### config.mk
export PLATFORM = sky130hd
export DESIGN_NAME = mat4_multiply_core
export DESIGN_NICKNAME = d
export VERILOG_FILES = /design/src/design/m4mul_pkg.sv /design/src/design/m4mul_ctrl.sv /design/src/design/m4mul_datapath.sv /design/src/design/mat4_multiply_core.sv
export SDC_FILE = /design/constraint.sdc
export NUM_CORES = 2
export LEC_CHECK = 0
export ABC_CLOCK_PERIOD_IN_PS = 7750
export BUFFER_PORTS_ARGS = -buffer_cell sky130_fd_sc_hd__buf_2
export CORE_ASPECT_RATIO = 1.75
export CORE_UTILIZATION = 50
export CTS_CLUSTER_SIZE = 14
export DETAILED_ROUTE_END_ITERATION = 16
export GPL_TIMING_DRIVEN = 0
export PLACE_DENSITY = 0.66
export SLEW_MARGIN = 10
export SYNTH_ARGS = -nofsm -noshare
export SYNTH_HDL_FRONTEND = slang
export SYNTH_SLANG_ARGS = --single-unit
### constraint.sdc
create_clock -name clk -period 7.75 [get_ports clk]
set_clock_uncertainty 0.15 [all_clocks]
set_input_delay 2.325 -clock clk [delete_from_list [all_inputs] [get_ports clk]]
set_output_delay 2.325 -clock clk [all_outputs]
set_load 0.01 [all_outputs]
### src/design/m4mul_pkg.sv
// ============================================================================
// m4mul_pkg
// Shared types and field widths for the matrix multiply core.
// ============================================================================
package m4mul_pkg;

    localparam int IDX_W   = 4;
    localparam int VAL_W   = 32;
    localparam int TDATA_W = 40;

    typedef struct packed {
        logic rd_en;
        logic first;
        logic lastk;
    } m4mul_cmd_t;

    typedef struct packed {
        logic res_done;
        logic out_busy;
    } m4mul_stat_t;

endpackage

### src/design/m4mul_ctrl.sv
// ============================================================================
// m4mul_ctrl
// Sequencer: columns, rows, inner-product index; one read a cycle in S_ISSUE.
// ============================================================================
module m4mul_ctrl
    import m4mul_pkg::*;
#(
    parameter int MATRIX_DIM = 4
)
(
    input  logic                          clk,
    input  logic                          rst_n,
    input  logic                          in_accept,
    input  logic                          in_go,
    output logic                          in_ready,
    output m4mul_cmd_t                    cmd,
    output logic [$clog2(MATRIX_DIM)-1:0] col,
    output logic [$clog2(MATRIX_DIM)-1:0] row,
    output logic [$clog2(MATRIX_DIM)-1:0] k,
    input  m4mul_stat_t                   stat
);

    localparam int CW = $clog2(MATRIX_DIM);
    localparam logic [CW-1:0] LAST_IDX = CW'(MATRIX_DIM - 1);

    typedef enum logic [1:0] {
        S_IDLE,
        S_WAIT,
        S_ISSUE,
        S_DRAIN
    } state_t;

    state_t        state_reg;
    logic [CW-1:0] col_reg;
    logic [CW-1:0] row_reg;
    logic [CW-1:0] k_reg;

    always_ff @(posedge clk or negedge rst_n)
    begin
        if (!rst_n)
        begin
            state_reg <= S_IDLE;
            col_reg   <= '0;
            row_reg   <= '0;
            k_reg     <= '0;
        end
        else
        begin
            unique case (state_reg)
                S_IDLE:
                begin
                    if (in_accept && in_go)
                    begin
                        col_reg   <= '0;
                        row_reg   <= '0;
                        state_reg <= S_WAIT;
                    end
                end
                S_WAIT:
                begin
                    if (!stat.out_busy)
                    begin
                        k_reg     <= '0;
                        state_reg <= S_ISSUE;
                    end
                end
                S_ISSUE:
                begin
                    if (k_reg == LAST_IDX)
                    begin
                        state_reg <= S_DRAIN;
                    end
                    else
                    begin
                        k_reg <= k_reg + 1'b1;
                    end
                end
                S_DRAIN:
                begin
                    if (stat.res_done)
                    begin
                        if ((col_reg == LAST_IDX) && (row_reg == LAST_IDX))
                        begin
                            state_reg <= S_IDLE;
                        end
                        else
                        begin
                            if (row_reg == LAST_IDX)
                            begin
                                row_reg <= '0;
                                col_reg <= col_reg + 1'b1;
                            end
                            else
                            begin
                                row_reg <= row_reg + 1'b1;
                            end
                            state_reg <= S_WAIT;
                        end
                    end
                end
                default:
                begin
                    state_reg <= S_IDLE;
                end
            endcase
        end
    end

    assign in_ready  = (state_reg == S_IDLE);
    assign cmd.rd_en = (state_reg == S_ISSUE);
    assign cmd.first = (k_reg == '0);
    assign cmd.lastk = (k_reg == LAST_IDX);
    assign col       = col_reg;
    assign row       = row_reg;
    assign k         = k_reg;

    a_done_in_drain: assert property (@(posedge clk) disable iff (!rst_n)
        stat.res_done |-> (state_reg == S_DRAIN))
        else $error("result completed outside drain");

    a_issue_out_free: assert property (@(posedge clk) disable iff (!rst_n)
        (state_reg == S_ISSUE) |-> !stat.out_busy)
        else $error("issuing while output register occupied");

endmodule

### src/design/m4mul_datapath.sv
// ============================================================================
// m4mul_datapath
// Operand stores, registered multiply, wide accumulator, shift and saturate.
// ============================================================================
module m4mul_datapath
    import m4mul_pkg::*;
#(
    parameter int MATRIX_DIM    = 4,
    parameter int FRACTION_BITS = 16
)
(
    input  logic                          clk,
    input  logic                          rst_n,
    input  logic                          wr_en,
    input  logic                          wr_which,
    input  logic [IDX_W-1:0]              wr_idx,
    input  logic [VAL_W-1:0]              wr_value,
    input  m4mul_cmd_t                    cmd,
    input  logic [$clog2(MATRIX_DIM)-1:0] col,
    input  logic [$clog2(MATRIX_DIM)-1:0] row,
    input  logic [$clog2(MATRIX_DIM)-1:0] k,
    output m4mul_stat_t                   stat,
    output logic                          out_valid,
    input  logic                          out_ready,
    output logic [IDX_W-1:0]              out_index,
    output logic [VAL_W-1:0]              out_value,
    output logic                          out_sat,
    output logic                          out_last
);

    localparam int ELEMS = MATRIX_DIM * MATRIX_DIM;
    localparam int AW    = $clog2(ELEMS);
    localparam int CW    = $clog2(MATRIX_DIM);
    localparam int ACC_W = 2 * VAL_W + $clog2(MATRIX_DIM);
    localparam int TOP_L = VAL_W - 1 + FRACTION_BITS;
    localparam logic [AW-1:0] DIM_A    = AW'(MATRIX_DIM);
    localparam logic [CW-1:0] LAST_IDX = CW'(MATRIX_DIM - 1);

    logic [VAL_W-1:0] l_mem [ELEMS];
    logic [VAL_W-1:0] r_mem [ELEMS];
    logic [ELEMS-1:0] l_vld_reg;
    logic [ELEMS-1:0] r_vld_reg;

    logic [AW-1:0] wr_addr;
    logic          wr_in_range;
    logic [AW-1:0] l_addr;
    logic [AW-1:0] r_addr;

    logic signed [VAL_W-1:0]   l_rd_reg;
    logic signed [VAL_W-1:0]   r_rd_reg;
    logic signed [2*VAL_W-1:0] prod_reg;
    logic signed [ACC_W-1:0]   acc_reg;
    logic signed [ACC_W-1:0]   acc_base;
    logic                      s1_vld_reg;
    logic                      s1_first_reg;
    logic                      s1_lastk_reg;
    logic                      s2_vld_reg;
    logic                      s2_first_reg;
    logic                      s2_lastk_reg;
    logic                      fin_reg;

    logic [ACC_W-1-TOP_L:0] top_bits;
    logic                   in_range;

    logic                   out_vld_reg;
    logic [IDX_W-1:0]       out_index_reg;
    logic [VAL_W-1:0]       out_value_reg;
    logic                   out_sat_reg;
    logic                   out_last_reg;

    assign wr_in_range = ({{(32-IDX_W){1'b0}}, wr_idx} < 32'(ELEMS));
    assign wr_addr     = AW'(wr_idx);
    assign l_addr      = AW'(AW'(k) * DIM_A + AW'(row));
    assign r_addr      = AW'(AW'(col) * DIM_A + AW'(k));

    always_ff @(posedge clk)
    begin
        if (wr_en && wr_in_range && !wr_which)
        begin
            l_mem[wr_addr] <= wr_value;
        end
        if (wr_en && wr_in_range && wr_which)
        begin
            r_mem[wr_addr] <= wr_value;
        end
        l_rd_reg <= l_vld_reg[l_addr] ? l_mem[l_addr] : '0;
        r_rd_reg <= r_vld_reg[r_addr] ? r_mem[r_addr] : '0;
        prod_reg <= l_rd_reg * r_rd_reg;
        if (s2_vld_reg)
        begin
            acc_reg <= acc_base + ACC_W'(prod_reg);
        end
    end

    always_ff @(posedge clk or negedge rst_n)
    begin
        if (!rst_n)
        begin
            l_vld_reg <= '0;
            r_vld_reg <= '0;
        end
        else if (wr_en && wr_in_range)
        begin
            if (wr_which)
            begin
                r_vld_reg[wr_addr] <= 1'b1;
            end
            else
            begin
                l_vld_reg[wr_addr] <= 1'b1;
            end
        end
    end

    always_ff @(posedge clk or negedge rst_n)
    begin
        if (!rst_n)
        begin
            s1_vld_reg   <= 1'b0;
            s1_first_reg <= 1'b0;
            s1_lastk_reg <= 1'b0;
            s2_vld_reg   <= 1'b0;
            s2_first_reg <= 1'b0;
            s2_lastk_reg <= 1'b0;
            fin_reg      <= 1'b0;
        end
        else
        begin
            s1_vld_reg   <= cmd.rd_en;
            s1_first_reg <= cmd.first;
            s1_lastk_reg <= cmd.lastk;
            s2_vld_reg   <= s1_vld_reg;
            s2_first_reg <= s1_first_reg;
            s2_lastk_reg <= s1_lastk_reg;
            fin_reg      <= s2_vld_reg && s2_lastk_reg;
        end
    end

    assign acc_base = s2_first_reg ? '0 : acc_reg;
    assign top_bits = acc_reg[ACC_W-1:TOP_L];
    assign in_range = (&top_bits) || !(|top_bits);

    always_ff @(posedge clk)
    begin
        if (fin_reg)
        begin
            out_index_reg <= IDX_W'(AW'(col) * DIM_A + AW'(row));
            out_last_reg  <= (col == LAST_IDX) && (row == LAST_IDX);
            out_sat_reg   <= !in_range;
            if (in_range)
            begin
                out_value_reg <= acc_reg[TOP_L:FRACTION_BITS];
            end
            else if (acc_reg[ACC_W-1])
            begin
                out_value_reg <= {1'b1, {(VAL_W-1){1'b0}}};
            end
            else
            begin
                out_value_reg <= {1'b0, {(VAL_W-1){1'b1}}};
            end
        end
    end

    always_ff @(posedge clk or negedge rst_n)
    begin
        if (!rst_n)
        begin
            out_vld_reg <= 1'b0;
        end
        else if (fin_reg)
        begin
            out_vld_reg <= 1'b1;
        end
        else if (out_ready)
        begin
            out_vld_reg <= 1'b0;
        end
    end

    assign stat.res_done = fin_reg;
    assign stat.out_busy = out_vld_reg;
    assign out_valid     = out_vld_reg;
    assign out_index     = out_index_reg;
    assign out_value     = out_value_reg;
    assign out_sat       = out_sat_reg;
    assign out_last      = out_last_reg;

    a_no_overwrite: assert property (@(posedge clk) disable iff (!rst_n)
        fin_reg |-> !out_vld_reg)
        else $error("result written over a pending beat");

endmodule

### src/design/mat4_multiply_core.sv
// ============================================================================
// mat4_multiply_core
// Fixed-point square matrix product, left times right, column-major.
// ============================================================================
// Input stream: each beat writes one element of the left (tuser = 0) or
// right (tuser = 1) matrix at the index in tdata. A beat with tlast set
// stores its element and then starts the product. Out-of-range indices
// are not stored.
// Output stream: one beat per product element in column-major order;
// tuser flags saturation and tlast marks the final element.
// Each element waits for the output register to be free, then issues
// one read pair per inner-product step from the operand stores, then
// passes through the multiply, accumulate and shift/saturate
// registers. tready on the input is low from the start beat until the
// last element has been loaded into the output register.
// Reset clears both matrices to zero and drops any pending output.
// When the receiver stalls, the finished element holds in the output
// register and the next element is not started until it is taken.
// ============================================================================
module mat4_multiply_core
    import m4mul_pkg::*;
#(
    parameter int MATRIX_DIM    = 4,
    parameter int FRACTION_BITS = 16
)
(
    input  logic               clk,
    input  logic               rst_n,
    input  logic               s_axis_tvalid,
    output logic               s_axis_tready,
    input  logic [TDATA_W-1:0] s_axis_tdata,  // element_index[3:0], element_value[35:4]
    input  logic               s_axis_tuser,  // which_matrix
    input  logic               s_axis_tlast,  // go
    output logic               m_axis_tvalid,
    input  logic               m_axis_tready,
    output logic [TDATA_W-1:0] m_axis_tdata,  // result_index[3:0], result_value[35:4]
    output logic               m_axis_tuser,  // saturated
    output logic               m_axis_tlast   // last
);

    localparam int CW = $clog2(MATRIX_DIM);

    m4mul_cmd_t       cmd;
    m4mul_stat_t      stat;
    logic [CW-1:0]    col;
    logic [CW-1:0]    row;
    logic [CW-1:0]    k;
    logic             in_accept;
    logic [IDX_W-1:0] res_index;
    logic [VAL_W-1:0] res_value;

    assign in_accept = s_axis_tvalid && s_axis_tready;

    m4mul_ctrl #(
        .MATRIX_DIM (MATRIX_DIM)
    ) u_ctrl (
        .clk       (clk),
        .rst_n     (rst_n),
        .in_accept (in_accept),
        .in_go     (s_axis_tlast),
        .in_ready  (s_axis_tready),
        .cmd       (cmd),
        .col       (col),
        .row       (row),
        .k         (k),
        .stat      (stat)
    );

    m4mul_datapath #(
        .MATRIX_DIM    (MATRIX_DIM),
        .FRACTION_BITS (FRACTION_BITS)
    ) u_datapath (
        .clk       (clk),
        .rst_n     (rst_n),
        .wr_en     (in_accept),
        .wr_which  (s_axis_tuser),
        .wr_idx    (s_axis_tdata[IDX_W-1:0]),
        .wr_value  (s_axis_tdata[IDX_W+VAL_W-1:IDX_W]),
        .cmd       (cmd),
        .col       (col),
        .row       (row),
        .k         (k),
        .stat      (stat),
        .out_valid (m_axis_tvalid),
        .out_ready (m_axis_tready),
        .out_index (res_index),
        .out_value (res_value),
        .out_sat   (m_axis_tuser),
        .out_last  (m_axis_tlast)
    );

    assign m_axis_tdata = {{(TDATA_W-IDX_W-VAL_W){1'b0}}, res_value, res_index};

endmodule
==> impl_metrics.ini <==
[outcome]
run_status = finished, violations left
violations = negative setup slack

[timing]
hold_viol = 0
min_period_ns = 7.91
setup_viol = 8
slew-limit-headroom_pct = 12.7
rsz0062_at_grt = true
finalCritPeriodShare_pct = 102
finalMaxSlewViolations = 0
max_freq_mhz = 126
fin_ws_ns = -0.157
worst_pin_slew_ns = 1.31

[setup_path]
crit_arrival_ns = 8.40
worstSetupPathType = register to register
crit_chain = clkbuf_16, buf_12, and2_4, fa_1, fa_2, fa_1, inv_2, fa_1, inv_1, fa_1, fa_1, fa_2, fa_2, ha_4, nand4_1, o41a_1, a2111oi_4, buf_4, o21ai_4, o41a_1, nand2_1, a21o_2, a41oi_2, xnor2_1
r2r-start = u_datapath.r_rd_reg[11]
endpoint_kind = register
critical_path.slowest_cell = fa_2
crit_path_max_fanout = 6
max_stage_delay_ns = 0.63
startpoint = u_datapath.r_rd_reg[11]
worstPathRequired_ns = 8.25
crit_top_cell = fa_1
cp-start-kind = register

[power_and_ir_drop]
p_comb_share_pct = 53.4
power_frac_clock_pct = 17.8
p_int_mw = 18.0
switching_share_pct = 41.5
peakVddDrop_mv = 0.243
p_per_area_nw_per_um2 = 307
finalPower_mw = 30.8
leakage_nw = 40.5
switchingPower_mw = 12.8
seq_power_share_pct = 28.9

[clocking]
clockRootBuffer = clkbuf_16
cts_buffers = 112
clk_latency_ns = 0.77
cts_buffer_depth = 3
cts_tree = yes
cts_hold_buf = 0
cts.sinks = 1304
htreeDepth = 3
clk_pin_slew_worst_paths_ns = 0.06

[placed_design]
gp_congestion = 1.07
dp_worst_setup_slack_ns = -2.54
numPortBuffers = 81
dpl.hpwl_mm = 225

[die]
die_h_um = 555
rows = 202
die-area_um2 = 176000
start_util_pct = 50.4
core_um2 = 173000
die_w_um = 318
ios = 90

[synthesis]
synth.avg_cell_area_um2 = 13.5
syn_inst = 6474
synth_seq_cells = 1304
synth_edf_count = 1128
synthesis.area_um2 = 87200
synth_top_area_cell = edfxtp_1
async_flop_share_pct = 3.68
synth_seq_area_share_pct = 43.1
yosysTopAreaCellShare_pct = 38.8
ys.flop_type = edfxtp_1
synth_area_leaders = edfxtp_1 39%, fa_1 25%, mux4_2 8.5%, inv_1 4.3%, and2_1 3.7%
synthDistinctLibCells = 76
yosys_warnings = 0

[worst_hold_path]
holdCritStartpoint = u_datapath.s1_vld_reg
min_path_type = register to register

[final_layout]
fin_util_pct = 57.9
fillerInstances = 13800
drive_above_1_share_pct = 19.4
fin_nets = 8282
area_delta_synth_final_pct = 14.8

[detailed_routing]
via_per_inst = 5.85
detail_route.wl_per_cell_um = 31.8
drc = 0
ant_nets = 0
num_vias = 54100
drt_first_iter_violations = 4396
first_pass_iters = 5
wl_mm = 294

[grt]
grt_max_degree = 61
grt_pass1_wl_mm = 417
overflow = 0
antenna_found_initial = 21
grt_pass1_vias = 58900
grtUsageTotal_pct = 34.2

[run]
cap_violations = 0
layout make-up:
class / instances / area, µm² / share of cell area (%)
Sequential cell: 1304 / 37800 / 37.8
Timing Repair Buffer: 323 / 3090 / 3.08
Tap cell: 2244 / 2810 / 2.80
Clock inverter: 33 / 368 / 0.367
Clock buffer: 161 / 3090 / 3.08
Antenna cell: 21 / 52.6 / 0.0525
Inverter: 1006 / 3790 / 3.78
Multi-Input combinational cell: 3827 / 45700 / 45.6
Buffer: 322 / 3460 / 3.45
cells by family after synthesis:
logic type / count (synthesis) / share of synthesized area (%)
AND/OR/NAND/NOR: 1546 / 9.09
buffers and inverters: 1346 / 5.81
adder cells (fa/ha/maj): 1340 / 28.5
flip-flops: 1304 / 43.1
AO/OA/AOI/OAI: 466 / 3.50
multiplexers: 334 / 8.54
XOR/XNOR: 137 / 1.38
other: 1 / 0.00430
per-stage QoR:
stage                     TNS [ns]  std cells  hold WS (ns)  instance area, µm²
final                       -0.757       9241         0.196              100000
after global routing         -2.02       9224         0.206              100000
after CTS                   -0.550       9175         0.196               99400
after detailed placement    -63.88       8847         0.191               91700
after global placement      -61.18       8802         0.183               90500
after floorplan                  0       6477         0.181               87300
final timing paths:
kind / endpoint / slack, ns / cells after the start
hold / removal: u_datapath.s2_vld_reg / 0.20 / 0
max in group asynchronous: u_datapath.s2_vld_reg / 5.55 / 1
setup reg to reg: u_datapath.prod_reg[56] / -0.16 / 24
min in group asynchronous: u_datapath.s2_lastk_reg / 1.43 / 1
setup / recovery: u_datapath.prod_reg[56] / -0.16 / 24
hold reg to reg: u_datapath.s2_vld_reg / 0.20 / 0
critical path, delay by kind of cell, from the launching register on:
kind	cells	cell delay, ns
adder cells (fa/ha/maj)	9	4.29
AO/OA/AOI/OAI	6	1.68
buffers and inverters	5	0.67
flip-flops	1	0.52
AND/OR/NAND/NOR	3	0.34
XOR/XNOR	1	0.14
power groups by stage:
stage               combinational, mW  sequential, mW  clock, mW
floorplan                        9.36            8.71          0
global placement                 13.9            9.06          0
detailed placement               14.3            9.00          0
CTS                              15.8            8.88       5.54
global route                     17.7            8.92       5.78
finish                           16.4            8.90       5.47
layout by cell type (no fill, tap or decap), types with 50 or more instances in the layout:
| cell | Yosys | layout |
|---|---|---|
| edfxtp_1 | 1128 | 1128 |
| nand2_1 | 575 | 564 |
| a21o_1 | 104 | 104 |
| nor2_1 | 106 | 71 |
| fa_1 | 1083 | 1015 |
| a21oi_1 | 139 | 128 |
| buf_4 | 4 | 175 |
| dfxtp_1 | 128 | 67 |
| buf_2 | 2 | 85 |
| clkbuf_1 | 301 | 134 |
| clkbuf_16 | 0 | 178 |
| mux4_2 | 328 | 328 |
| inv_1 | 1004 | 967 |
| clkbuf_8 | 0 | 67 |
| dfxtp_4 | 0 | 50 |
| nor2b_1 | 165 | 162 |
| o21ai_0 | 83 | 66 |
| xnor2_1 | 94 | 93 |
| and2_1 | 519 | 502 |
| ha_1 | 257 | 225 |
| fa_2 | 0 | 68 |
synth_stat cells (25+ instances only):
| master | count |
|---|---|
| a21o_1 | 104 |
| a21oi_1 | 139 |
| and2_1 | 519 |
| buf_1 | 33 |
| clkbuf_1 | 301 |
| dfrtp_1 | 48 |
| dfxtp_1 | 128 |
| edfxtp_1 | 1128 |
| fa_1 | 1083 |
| ha_1 | 257 |
| inv_1 | 1004 |
| mux4_2 | 328 |
| nand2_1 | 575 |
| nand3_1 | 31 |
| nand4_1 | 37 |
| nor2_1 | 106 |
| nor2b_1 | 165 |
| o21ai_0 | 83 |
| o21bai_1 | 25 |
| or2_2 | 34 |
| xnor2_1 | 94 |
| xor2_1 | 43 |
metal layers:
metal / global-route usage (%) / vias up / part of all wire (%)
li1: - / 22300 / -
met1: 32.5 / 28200 / 30
met2: 62.7 / 2450 / 53
met3: 5.48 / 1088 / 5.5
met4: 30.9 / 6 / 11
met5: 0 / - / 0.013
what timing repair did:
item / in CTS / in global routing
buffers inserted: 144 / 50
resized for setup: 835 / 133
pin swaps: 116 / 78
gates cloned: 4 / 0
hold endpoints to repair: 0 / 0
setup endpoints to repair: 43 / 19
No activity file was read; power rests on OpenSTA's default activity.
